File: config.mk
export PLATFORM = sky130hd
export DESIGN_NAME = chaotic_prng_with_bias_correction
export DESIGN_NICKNAME = d
export VERILOG_FILES = /design/src/hw/rtl/cpbc_pkg.sv /design/src/hw/rtl/chaotic_prng_with_bias_correction.sv
export VERILOG_INCLUDE_DIRS = /design/src /design/src/hw/rtl
export SDC_FILE = /design/constraint.sdc
export NUM_CORES = 2
export LEC_CHECK = 0
export CAP_MARGIN = 20
export CORE_MARGIN = 2
export CORE_UTILIZATION = 45
export CTS_BUF_LIST = sky130_fd_sc_hd__clkbuf_4
export DETAILED_ROUTE_END_ITERATION = 6
export DONT_BUFFER_PORTS = 1
export PLACE_DENSITY = 0.67
export SYNTH_ARGS = -nofsm -noshare
export SYNTH_HDL_FRONTEND = slang
export SYNTH_SLANG_ARGS = --single-unit
File: constraint.sdc
create_clock -name aclk -period 27.4 [get_ports aclk]
set_clock_uncertainty 0.15 [all_clocks]
set_input_delay 1.37 -clock aclk [delete_from_list [all_inputs] [get_ports aclk]]
set_output_delay 1.37 -clock aclk [all_outputs]
set_load 0.005 [all_outputs]
File: src/hw/rtl/chaotic_prng_with_bias_correction_defines.svh
// ----------------------------------------------------------------------------
// Assertion macros for the chaotic generator
// Shared concurrent assertion forms, clocked on aclk, idle during reset.
// ----------------------------------------------------------------------------
`ifndef CHAOTIC_PRNG_WITH_BIAS_CORRECTION_DEFINES_SVH
`define CHAOTIC_PRNG_WITH_BIAS_CORRECTION_DEFINES_SVH

// The consequent must hold in the same cycle as the antecedent.
`define CPBC_ASSERT_NOW(label, ante, cons, msg) \
    label: assert property (@(posedge aclk) disable iff (!aresetn) (ante) |-> (cons)) \
        else $error(msg);

// The consequent must hold in the cycle after the antecedent.
`define CPBC_ASSERT_NEXT(label, ante, cons, msg) \
    label: assert property (@(posedge aclk) disable iff (!aresetn) (ante) |=> (cons)) \
        else $error(msg);

`endif

File: src/hw/rtl/cpbc_pkg.sv
// ----------------------------------------------------------------------------
// cpbc_pkg
// Constants and mixing helpers for the chaotic generator.
// ----------------------------------------------------------------------------
package cpbc_pkg;

    localparam int WARMUP_STEPS_DEF = 200;
    localparam int BIAS_WINDOW_DEF  = 256;
    localparam int POOL_DEPTH_DEF   = 4;

    localparam logic [1:0] MODE_ABSORB   = 2'd0;
    localparam logic [1:0] MODE_FINALIZE = 2'd1;
    localparam logic [1:0] MODE_GENERATE = 2'd2;

    localparam logic [31:0] GOLDEN      = 32'h9E37_79B9;
    localparam logic [31:0] MIX_MUL     = 32'h27D4_EB2D;
    localparam logic [31:0] LFSR_TAPS   = 32'h8020_0003;
    localparam logic [31:0] Q_FLOOR     = 32'h0001_0001;
    localparam logic [31:0] PAR_A_SET   = 32'h8000_8001;
    localparam logic [31:0] PAR_B_SET   = 32'h4000_4001;
    localparam logic [31:0] PAR_A_MASK  = 32'h7FFF_0000;
    localparam logic [31:0] PAR_B_MASK  = 32'h3FFF_0000;
    localparam logic [31:0] HASH_INIT   = 32'h1234_5678;
    localparam logic [31:0] X_SALT      = 32'h8765_4321;
    localparam logic [31:0] Y_SALT      = 32'hFEDC_BA98;
    localparam logic [31:0] Z_SALT      = 32'h1357_9BDF;
    localparam logic [31:0] PARAM_SET   = 32'h8000_0001;
    localparam logic [31:0] MIX2_KEY    = 32'hAAAA_AAAA;
    localparam logic [31:0] BREAKER_INIT = 32'h5555_5555;

    // First half of the word mixer: key, then rotate-and-fold.
    function automatic logic [31:0] mix_prep(input logic [31:0] v, input logic [31:0] k);
        logic [31:0] u;
        u = v ^ k;
        return {u[16:0], u[31:17]} ^ u;
    endfunction

    // Second half of the word mixer, applied to the product.
    function automatic logic [31:0] mix_fin(input logic [31:0] p);
        return p ^ (p >> 13);
    endfunction

    // Finish of one chaotic map step. t1 is the second product (low part of
    // the wide multiply), t2 the third (upper slice times q).
    function automatic logic [31:0] chaos_fin(input logic [63:0] t1, input logic [63:0] t2,
                                              input logic [31:0] v, input logic [31:0] d);
        logic [31:0] r;
        logic [11:0] hi;
        hi = t1[43:32] + t2[11:0];
        r  = {hi, t1[31:12]} ^ (v << 13) ^ (v >> 19) ^ d;
        return r | 32'd1;
    endfunction

endpackage

File: src/hw/rtl/chaotic_prng_with_bias_correction.sv
// ----------------------------------------------------------------------------
// chaotic_prng_with_bias_correction
// Seeded 32-bit chaotic random word generator with octant bias correction.
// ----------------------------------------------------------------------------
// Usage: every input transfer carries s_mode and s_seed_byte. Mode absorb
// folds s_seed_byte into the seed hash (no result). Mode finalize rebuilds
// the whole generator from the hash and runs WARMUP_STEPS silent generation
// steps (no result). Mode generate returns one word on the m_ channel.
// Mode value three is dropped without effect. Once every BIAS_WINDOW words
// the octant counters are scanned before the word is finished. The rate is
// set by one shared 32x32 multiplier, used once per cycle by the sequencer:
// three products per chaotic map step, one per pool word, two for the mixers.
// s_ready is high only while the sequencer is idle, so one item is in work
// at a time. A finished word sits in the output register; if the receiver
// stalls, the next generate item waits just before delivery until the
// register is free. Reset is synchronous, clears all generator state and
// loads the seed hash with its initial value. No clearing pass is needed.
// ----------------------------------------------------------------------------
`include "chaotic_prng_with_bias_correction_defines.svh"

module chaotic_prng_with_bias_correction #(
    parameter int WARMUP_STEPS = cpbc_pkg::WARMUP_STEPS_DEF,
    parameter int BIAS_WINDOW  = cpbc_pkg::BIAS_WINDOW_DEF,
    parameter int POOL_DEPTH   = cpbc_pkg::POOL_DEPTH_DEF
) (
    input  logic        aclk,
    input  logic        aresetn,
    input  logic        s_valid,
    output logic        s_ready,
    input  logic [1:0]  s_mode,
    input  logic [7:0]  s_seed_byte,
    output logic        m_valid,
    input  logic        m_ready,
    output logic [31:0] m_random_word
);
    import cpbc_pkg::*;

    localparam int PTR_W  = (POOL_DEPTH > 1) ? $clog2(POOL_DEPTH) : 1;
    localparam int IDX_W  = (PTR_W > 3) ? PTR_W : 3;
    localparam int CNT_W  = $clog2(BIAS_WINDOW + 1);
    localparam int WARM_W = $clog2(WARMUP_STEPS + 2);
    localparam int EXPECTED = BIAS_WINDOW / 8;
    localparam int THRESH   = EXPECTED + EXPECTED / 4;

    typedef enum logic [4:0] {
        ST_IDLE, ST_ABS_MUL, ST_ABS_ADD,
        ST_F_H0, ST_F_H1, ST_F_PAR, ST_F_POOL, ST_F_MX1, ST_F_MX2,
        ST_G_LFSR, ST_G_X1, ST_G_X2, ST_G_X3, ST_G_Y1, ST_G_Y2, ST_G_Y3, ST_G_UPD,
        ST_G_EVO, ST_G_MIX, ST_G_MXU, ST_G_MXS, ST_G_FIN, ST_G_SCAN, ST_G_BIAS, ST_G_OUT
    } state_t;

    state_t state_reg;

    // Generator state.
    logic [31:0] seed_hash_reg;
    logic [31:0] chaos_x_reg [2];
    logic [31:0] chaos_y_reg [2];
    logic [31:0] chaos_z_reg [2];
    logic [31:0] map_params_reg [4];
    logic [31:0] pool_reg [POOL_DEPTH];
    logic [PTR_W-1:0] ptr_reg;
    logic [CNT_W-1:0] count_reg [8];
    logic [CNT_W-1:0] total_reg;
    logic [15:0] step_reg;
    logic [31:0] mixer_first_reg;
    logic [31:0] mixer_second_reg;
    logic [31:0] breaker_reg;
    logic [31:0] lfsr_reg;

    // Sequencer working registers.
    logic [63:0] prod_reg;
    logic [63:0] aux_reg;
    logic [31:0] nx_reg;
    logic [31:0] acc_reg;
    logic [31:0] raw_reg;
    logic [31:0] key_reg;
    logic [31:0] pin_reg;
    logic [7:0]  byte_reg;
    logic        layer_reg;
    logic [IDX_W-1:0] idx_reg;
    logic [WARM_W-1:0] warm_reg;
    logic [CNT_W-1:0] maxc_reg;
    logic [CNT_W-1:0] minc_reg;
    logic [2:0]  maxo_reg;
    logic [2:0]  mino_reg;
    logic        m_valid_reg;
    logic [31:0] m_word_reg;

    // Shared multiplier operands.
    logic [31:0] mul_a_next;
    logic [31:0] mul_b_next;

    logic [31:0] fin_w;
    logic [31:0] cur_x, cur_y, cur_z, q_x, q_y, d_w;
    logic [31:0] pool_rd, pool_op;
    logic        pool_hit;
    logic [31:0] raw_c, mix_sel, ms_c, raw_fin;
    logic [2:0]  oct_w;
    logic [CNT_W-1:0] scan_c;
    logic [CNT_W+7:0] diff_w;
    logic [7:0]  prob_w;

    assign fin_w   = mix_fin(prod_reg[31:0]);
    assign cur_x   = chaos_x_reg[layer_reg];
    assign cur_y   = chaos_y_reg[layer_reg];
    assign cur_z   = chaos_z_reg[layer_reg];
    assign q_x     = (map_params_reg[{layer_reg, 1'b0}] >> 4) | Q_FLOOR;
    assign q_y     = (map_params_reg[{layer_reg, 1'b1}] >> 4) | Q_FLOOR;
    assign d_w     = lfsr_reg ^ ({16'd0, step_reg} << layer_reg);

    assign pool_rd  = pool_reg[idx_reg[PTR_W-1:0]];
    assign pool_hit = (idx_reg[PTR_W-1:0] == ptr_reg);
    assign pool_op  = pool_hit ? (pool_rd ^ pin_reg) : pool_rd;

    assign raw_c   = acc_reg ^ fin_w;
    assign mix_sel = step_reg[0] ? mixer_first_reg : mixer_second_reg;
    assign ms_c    = step_reg[0] ? mixer_second_reg : fin_w;
    assign raw_fin = raw_reg ^ fin_w;
    assign oct_w   = raw_reg[31:29];
    assign scan_c  = count_reg[idx_reg[2:0]];
    assign diff_w  = {8'd0, maxc_reg} - (CNT_W+8)'(EXPECTED);
    assign prob_w  = diff_w[9:2];

    // Operand selection for the single multiplier.
    always_comb begin
        mul_a_next = 32'd0;
        mul_b_next = MIX_MUL;
        unique case (state_reg)
            ST_ABS_MUL: begin
                mul_a_next = seed_hash_reg;
                mul_b_next = GOLDEN;
            end
            ST_F_H0:   mul_a_next = mix_prep(seed_hash_reg, seed_hash_reg >> 16);
            ST_F_H1:   mul_a_next = mix_prep(fin_w, fin_w >> 16);
            ST_F_PAR:  mul_a_next = mix_prep(fin_w, 32'(idx_reg) + 32'd1);
            ST_F_POOL: mul_a_next = mix_prep(fin_w, fin_w << 3);
            ST_F_MX1:  mul_a_next = mix_prep(fin_w, MIX2_KEY);
            ST_G_X1: begin
                mul_a_next = cur_x;
                mul_b_next = ~cur_x;
            end
            ST_G_X2: begin
                mul_a_next = prod_reg[43:12];
                mul_b_next = q_x;
            end
            ST_G_X3: begin
                mul_a_next = {20'd0, aux_reg[55:44]};
                mul_b_next = q_x;
            end
            ST_G_Y1: begin
                mul_a_next = cur_y;
                mul_b_next = ~cur_y;
            end
            ST_G_Y2: begin
                mul_a_next = prod_reg[43:12];
                mul_b_next = q_y;
            end
            ST_G_Y3: begin
                mul_a_next = {20'd0, aux_reg[55:44]};
                mul_b_next = q_y;
            end
            ST_G_UPD: begin
                mul_a_next = {16'd0, step_reg};
                mul_b_next = GOLDEN;
            end
            ST_G_MIX: mul_a_next = mix_prep(pool_op, key_reg);
            ST_G_MXU: mul_a_next = mix_prep(mix_sel, raw_c);
            ST_G_MXS: mul_a_next = mix_prep(ms_c, {16'd0, step_reg});
            default:  mul_a_next = 32'd0;
        endcase
    end

    assign s_ready       = (state_reg == ST_IDLE);
    assign m_valid       = m_valid_reg;
    assign m_random_word = m_word_reg;

    always_ff @(posedge aclk) begin
        prod_reg <= 64'(mul_a_next) * 64'(mul_b_next);

        if (!aresetn) begin
            state_reg        <= ST_IDLE;
            seed_hash_reg    <= HASH_INIT;
            for (int i = 0; i < 2; i++) begin
                chaos_x_reg[i] <= '0;
                chaos_y_reg[i] <= '0;
                chaos_z_reg[i] <= '0;
            end
            for (int i = 0; i < 4; i++) map_params_reg[i] <= '0;
            for (int i = 0; i < POOL_DEPTH; i++) pool_reg[i] <= '0;
            for (int i = 0; i < 8; i++) count_reg[i] <= '0;
            total_reg        <= '0;
            ptr_reg          <= '0;
            step_reg         <= '0;
            mixer_first_reg  <= '0;
            mixer_second_reg <= '0;
            breaker_reg      <= '0;
            lfsr_reg         <= '0;
            warm_reg         <= '0;
            idx_reg          <= '0;
            layer_reg        <= 1'b0;
            m_valid_reg      <= 1'b0;
        end else begin
            if (m_valid_reg && m_ready) begin
                m_valid_reg <= 1'b0;
            end
            unique case (state_reg)
                ST_IDLE: begin
                    byte_reg <= s_seed_byte;
                    if (s_valid) begin
                        case (s_mode)
                            MODE_ABSORB:   state_reg <= ST_ABS_MUL;
                            MODE_FINALIZE: state_reg <= ST_F_H0;
                            MODE_GENERATE: state_reg <= ST_G_LFSR;
                            default:       state_reg <= ST_IDLE;
                        endcase
                    end
                end
                ST_ABS_MUL: state_reg <= ST_ABS_ADD;
                ST_ABS_ADD: begin
                    seed_hash_reg <= prod_reg[31:0] + {24'd0, byte_reg};
                    state_reg     <= ST_IDLE;
                end
                ST_F_H0: begin
                    chaos_x_reg[0] <= seed_hash_reg;
                    chaos_y_reg[0] <= seed_hash_reg;
                    chaos_z_reg[0] <= seed_hash_reg;
                    for (int i = 0; i < POOL_DEPTH; i++) pool_reg[i] <= '0;
                    for (int i = 0; i < 8; i++) count_reg[i] <= '0;
                    total_reg        <= '0;
                    ptr_reg          <= '0;
                    step_reg         <= '0;
                    state_reg        <= ST_F_H1;
                end
                ST_F_H1: begin
                    chaos_x_reg[1] <= fin_w ^ X_SALT;
                    chaos_y_reg[1] <= fin_w ^ Y_SALT;
                    chaos_z_reg[1] <= fin_w ^ Z_SALT;
                    key_reg        <= '0;
                    idx_reg        <= '0;
                    state_reg      <= ST_F_PAR;
                end
                ST_F_PAR: begin
                    map_params_reg[idx_reg[1:0]] <= (fin_w | PARAM_SET) ^ key_reg;
                    key_reg <= key_reg + GOLDEN;
                    if (idx_reg[1:0] == 2'd3) begin
                        idx_reg   <= '0;
                        state_reg <= ST_F_POOL;
                    end else begin
                        idx_reg <= idx_reg + 1'b1;
                    end
                end
                ST_F_POOL: begin
                    pool_reg[idx_reg[PTR_W-1:0]] <= fin_w;
                    if (idx_reg == IDX_W'(POOL_DEPTH - 1)) begin
                        state_reg <= ST_F_MX1;
                    end else begin
                        idx_reg <= idx_reg + 1'b1;
                    end
                end
                ST_F_MX1: begin
                    mixer_first_reg <= fin_w;
                    lfsr_reg        <= fin_w | 32'd1;
                    breaker_reg     <= BREAKER_INIT;
                    state_reg       <= ST_F_MX2;
                end
                ST_F_MX2: begin
                    mixer_second_reg <= fin_w;
                    seed_hash_reg    <= HASH_INIT;
                    warm_reg         <= WARM_W'(WARMUP_STEPS);
                    state_reg        <= (WARMUP_STEPS > 0) ? ST_G_LFSR : ST_IDLE;
                end
                ST_G_LFSR: begin
                    step_reg  <= step_reg + 16'd1;
                    lfsr_reg  <= (lfsr_reg >> 1) ^ (lfsr_reg[0] ? LFSR_TAPS : 32'd0);
                    layer_reg <= 1'b0;
                    state_reg <= ST_G_X1;
                end
                ST_G_X1: state_reg <= ST_G_X2;
                ST_G_X2: begin
                    aux_reg   <= prod_reg;
                    state_reg <= ST_G_X3;
                end
                ST_G_X3: begin
                    aux_reg   <= prod_reg;
                    state_reg <= ST_G_Y1;
                end
                ST_G_Y1: begin
                    nx_reg    <= chaos_fin(aux_reg, prod_reg, cur_x, d_w);
                    state_reg <= ST_G_Y2;
                end
                ST_G_Y2: begin
                    aux_reg   <= prod_reg;
                    state_reg <= ST_G_Y3;
                end
                ST_G_Y3: begin
                    aux_reg   <= prod_reg;
                    state_reg <= ST_G_UPD;
                end
                ST_G_UPD: begin
                    chaos_x_reg[layer_reg] <= nx_reg;
                    chaos_y_reg[layer_reg] <= chaos_fin(aux_reg, prod_reg, cur_y, d_w >> 16)
                                              ^ cur_z;
                    chaos_z_reg[layer_reg] <= (cur_x >> 1) ^ (cur_y << 3) ^ nx_reg
                                              ^ (lfsr_reg >> (6'd8 + 6'(layer_reg)));
                    if (!layer_reg) begin
                        layer_reg <= 1'b1;
                        state_reg <= ST_G_X1;
                    end else begin
                        state_reg <= ST_G_EVO;
                    end
                end
                ST_G_EVO: begin
                    // The product holds step * golden ratio, computed in the last update.
                    if (step_reg[4:0] == 5'd0) begin
                        for (int i = 0; i < 2; i++) begin
                            map_params_reg[2*i] <= ((map_params_reg[2*i]
                                ^ (chaos_x_reg[1-i] >> 7) ^ (chaos_z_reg[i] << 5)
                                ^ prod_reg[31:0]) | PAR_A_SET)
                                ^ (prod_reg[31:0] & PAR_A_MASK);
                            map_params_reg[2*i+1] <= ((map_params_reg[2*i+1]
                                ^ (chaos_y_reg[1-i] >> 11) ^ (chaos_x_reg[i] << 9)
                                ^ (prod_reg[31:0] >> 16)) | PAR_B_SET)
                                ^ ((prod_reg[31:0] << 8) & PAR_B_MASK);
                        end
                    end
                    pin_reg   <= chaos_x_reg[0] ^ chaos_y_reg[1] ^ chaos_z_reg[0] ^ breaker_reg;
                    key_reg   <= mixer_first_reg;
                    idx_reg   <= '0;
                    state_reg <= ST_G_MIX;
                end
                ST_G_MIX: begin
                    if (pool_hit) begin
                        pool_reg[idx_reg[PTR_W-1:0]] <= pool_op;
                    end
                    acc_reg <= (idx_reg == '0) ? 32'd0 : raw_c;
                    key_reg <= key_reg + GOLDEN;
                    if (idx_reg == IDX_W'(POOL_DEPTH - 1)) begin
                        ptr_reg   <= (ptr_reg == PTR_W'(POOL_DEPTH - 1)) ? '0 : ptr_reg + 1'b1;
                        state_reg <= ST_G_MXU;
                    end else begin
                        idx_reg <= idx_reg + 1'b1;
                    end
                end
                ST_G_MXU: begin
                    raw_reg   <= raw_c;
                    state_reg <= ST_G_MXS;
                end
                ST_G_MXS: begin
                    if (step_reg[0]) begin
                        mixer_first_reg <= fin_w;
                    end else begin
                        mixer_second_reg <= fin_w;
                    end
                    state_reg <= ST_G_FIN;
                end
                ST_G_FIN: begin
                    raw_reg     <= raw_fin;
                    breaker_reg <= breaker_reg ^ (raw_fin >> 7) ^ (lfsr_reg << 11);
                    count_reg[raw_fin[31:29]] <= count_reg[raw_fin[31:29]] + 1'b1;
                    if (total_reg == CNT_W'(BIAS_WINDOW - 1)) begin
                        maxc_reg  <= '0;
                        minc_reg  <= '1;
                        maxo_reg  <= '0;
                        mino_reg  <= '0;
                        idx_reg   <= '0;
                        state_reg <= ST_G_SCAN;
                    end else begin
                        total_reg <= total_reg + 1'b1;
                        state_reg <= ST_G_OUT;
                    end
                end
                ST_G_SCAN: begin
                    // First octant wins on ties for both the maximum and the minimum.
                    if (scan_c > maxc_reg) begin
                        maxc_reg <= scan_c;
                        maxo_reg <= idx_reg[2:0];
                    end
                    if (scan_c < minc_reg) begin
                        minc_reg <= scan_c;
                        mino_reg <= idx_reg[2:0];
                    end
                    if (idx_reg[2:0] == 3'd7) begin
                        state_reg <= ST_G_BIAS;
                    end else begin
                        idx_reg <= idx_reg + 1'b1;
                    end
                end
                ST_G_BIAS: begin
                    if ((maxc_reg > CNT_W'(THRESH)) && (oct_w == maxo_reg)
                            && (raw_reg[7:0] < prob_w)) begin
                        raw_reg[31:29] <= mino_reg;
                    end
                    for (int i = 0; i < 8; i++) count_reg[i] <= '0;
                    total_reg <= '0;
                    state_reg <= ST_G_OUT;
                end
                ST_G_OUT: begin
                    if (warm_reg != '0) begin
                        warm_reg  <= warm_reg - 1'b1;
                        state_reg <= (warm_reg == WARM_W'(1)) ? ST_IDLE : ST_G_LFSR;
                    end else if (!m_valid_reg || m_ready) begin
                        m_valid_reg <= 1'b1;
                        m_word_reg  <= raw_reg;
                        state_reg   <= ST_IDLE;
                    end
                end
                default: state_reg <= ST_IDLE;
            endcase
        end
    end

    `CPBC_ASSERT_NEXT(a_busy_after_gen, s_valid && s_ready && (s_mode == MODE_GENERATE), !s_ready, "generator took a second item while busy")
    `CPBC_ASSERT_NOW(a_result_source, $rose(m_valid), $past(state_reg) == ST_G_OUT, "result raised outside the delivery step")
    `CPBC_ASSERT_NOW(a_window_bound, 1'b1, total_reg < CNT_W'(BIAS_WINDOW), "octant total passed the window")
    `CPBC_ASSERT_NOW(a_warm_lfsr, (warm_reg != '0) && (state_reg == ST_G_LFSR), lfsr_reg != 32'd0, "LFSR collapsed to zero during warm-up")

endmodule
==> results.tsv <==
metric	value	unit
syn nets	10200	
iteration-0 DRC count of the detailed router	11700	
routability cong.	1.15	
TNS Setup	0	ps
Ys Warns	0	
clk slew on worst S/H paths	60	ps
Core Area	195000	um^2
port buffer count	0	
IO Pins	48	
Non-Filler Instances	11900	
post-detailed-route count of antenna-violating nets	0	
first-pass GRT wire length	543	mm
TritonCTS clock tree	built	
PostCTS Resize Cnt	0	
final hold vios	0	
endpoints failing setup	0	
Inst Count DP	11400	
Die Y-Extent	447	um
CP max-delay cell	dfxtp_4	
filler instances	18100	
Post-synth EDFFs	760	
max-slew violations	0	
Post-Route WL	388	mm
required time worst endpoint	28420	ps
die width	447	um
Root Driver	clkbuf_4	
area grow syn2layout	9.19	%
gr usage total	38.7	%
Synth Instances	9029	
Mapped Avg Cell Area	9.78	um^2
via-per-instance ratio	6.28	
Die Area	200000	um^2
Largest register FFs	128	
gr ovfl total	0	
CP most frequent cell	fa_1	
CTS Buffer Depth	4	
WL per Instance	32.5	um
worst hold slack	62.6	ps
sequential fraction of the synthesis area	31.9	%
Arrival @ worst endpoint	13860	ps
f_max	0.0779	GHz
Worst Path Max Fanout	83	
Tmin final	12840	ps
drt pass-1 iters	7	
number of remaining DRC errors	12	
Via Count	74800	
vias in the first global route	74200	
Max Cap Violations	0	
Skew-Pair Late Insertion Delay	1430	ps
critical path class	register to register	
cts bufs inserted	301	
failing checks	design-rule violations	
number of distinct library cells after synthesis	88	
ys flop type	edfxtp_1	
antenna violations before repair	20	
worst relative slew slack	15.3	%
RSZ-0062 raised after global routing	no	
outcome	finished, violations left	
Detail Placement HPWL	279	mm
largest net degree at the start of global routing	84	
startpoint types	register	
CP endpoint kind	register	
floorplan row count	162	
htree depth	5	
CP max stage delay	1000	ps
initial core utilization	45.3	%
worst slew pin tran	1270	ps
Worst Hold Class	primary input to register	
mapped cell area	88300	um^2
fin crit share	46.9	%
final net count	10200	
Async S/R FF share, synth	0	%
share of post-route cells with drive strength above 1	10.8	%
#FFs+latches synth	1027	
Core Util, Final	49.4	%
CTS Sinks	1027	
[what timing repair did]
item / in CTS / in global routing
setup buffers: 0 / 0
hold endpoints to repair: 15 / 0
hold buffers: 12 / 0
[layout by cell type (no fill, tap or decap), drive strengths merged, types with 14 or more instances in the layout]
cell / count
nor3: 71
a211oi: 41
nor2b: 21
mux2i: 254
buf: 320
nor2: 1000
nand4: 23
a311oi: 14
a31oi: 16
o22ai: 187
a2111oi: 14
o21ai: 351
inv: 1014
o2111ai: 17
and3: 20
o21bai: 16
nor4: 15
o21a: 32
nand2: 1003
fa: 872
edfxtp: 760
a21o: 51
o211ai: 40
mux4: 62
a221oi: 50
clkinv: 58
a22oi: 64
clkbuf: 445
xnor2: 904
a22o: 54
diode: 16
xor2: 340
ha: 273
or3: 21
nand2b: 19
dfxtp: 267
nand3: 97
a21oi: 285
[Yosys cell counts (16+ instances only)]
| library cell | number | share of area, % |
|---|---|---|
| a211oi_1 | 41 | 0.35 |
| a21o_1 | 51 | 0.43 |
| a21oi_1 | 285 | 1.6 |
| a221oi_1 | 49 | 0.49 |
| a22o_1 | 54 | 0.54 |
| a22oi_1 | 63 | 0.54 |
| a31oi_1 | 16 | 0.11 |
| and3_1 | 20 | 0.14 |
| buf_1 | 60 | 0.26 |
| buf_2 | 53 | 0.30 |
| clkbuf_1 | 477 | 2.0 |
| dfxtp_1 | 267 | 6.1 |
| edfxtp_1 | 760 | 26 |
| fa_1 | 872 | 20 |
| ha_1 | 273 | 3.9 |
| inv_1 | 1012 | 4.3 |
| mux2i_1 | 254 | 2.9 |
| mux4_2 | 62 | 1.6 |
| nand2_1 | 1002 | 4.3 |
| nand2b_1 | 19 | 0.13 |
| nand3_1 | 97 | 0.55 |
| nand4_1 | 23 | 0.16 |
| nor2_1 | 1000 | 4.3 |
| nor2b_1 | 21 | 0.15 |
| nor3_1 | 71 | 0.40 |
| o2111ai_1 | 17 | 0.17 |
| o211ai_1 | 40 | 0.34 |
| o21a_1 | 32 | 0.27 |
| o21ai_0 | 334 | 1.9 |
| o21ai_1 | 16 | 0.091 |
| o21bai_1 | 16 | 0.14 |
| o22ai_1 | 187 | 1.3 |
| or3_1 | 21 | 0.15 |
| xnor2_1 | 902 | 8.9 |
| xor2_1 | 333 | 3.3 |
[final timing paths]
kind                        start                            to  slack (ps)  depth (start not counted)
min reg2reg  prod_reg[44]$_DFF_P_         aux_reg[44]$_DFFE_PP_         250                          0
max                      register          prod_reg[54]$_DFF_P_       14560                         32
min                       aresetn  breaker_reg[31]$_SDFFE_PN0P_          60                          1
max reg2reg              register          prod_reg[54]$_DFF_P_       14560                         32
[cell families (layout without fill, tap and decap cells)]
logic type,Yosys count,count (layout),share of synthesized area (%)
AND/OR/NAND/NOR,2345,2345,10.8
flip-flops,1027,1027,31.9
buffers and inverters,1610,1854,6.94
AO/OA/AOI/OAI,1335,1335,9.72
XOR/XNOR,1248,1248,12.5
other,0,16,0
adder cells (fa/ha/maj),1145,1145,23.6
multiplexers,319,319,4.50
[area by class of cell]
| cell class | instances | area (um^2) | share of cell area (%) |
|---|---|---|---|
| multi-input combinational | 6392 | 54700 | 56.7 |
| sequential | 1027 | 28200 | 29.3 |
| inverter | 1016 | 3820 | 3.96 |
| clock buffer | 445 | 3340 | 3.47 |
| tap | 2624 | 3280 | 3.41 |
| timing repair buffer | 332 | 2650 | 2.75 |
| clock inverter | 61 | 370 | 0.384 |
| antenna | 16 | 40.0 | 0.0415 |
[stage by stage]
step,setup WS [ps],instance area (um^2)
3_5_place_dp,15120,92400
3_3_place_gp,15050,92200
4_1_cts,14980,96200
6_report,14560,96400
2_1_floorplan,17120,88300
5_1_grt,14370,96400
[worst max-delay path: cells and delay by family (launching register included)]
family                     cells  cell delay (ps)
DFF                            1             1000
buffers and inverters          6             1150
adders and majority gates      9             4370
AOI/OAI and AO/OA             10             3450
muxes                          1              920
and+or+nand+nor                6             1300
[metal layers]
metal / wire length [um] / track usage (%)
met3: 60800 / 16.3
met4: 37400 / 29.4
met2: 158000 / 54.6
met5: 188 / 0
met1: 132000 / 46.7
Power is left out: the tool's default activity adds up to more than one toggle a clock period on the data nets, which glitch-free logic cannot reach.
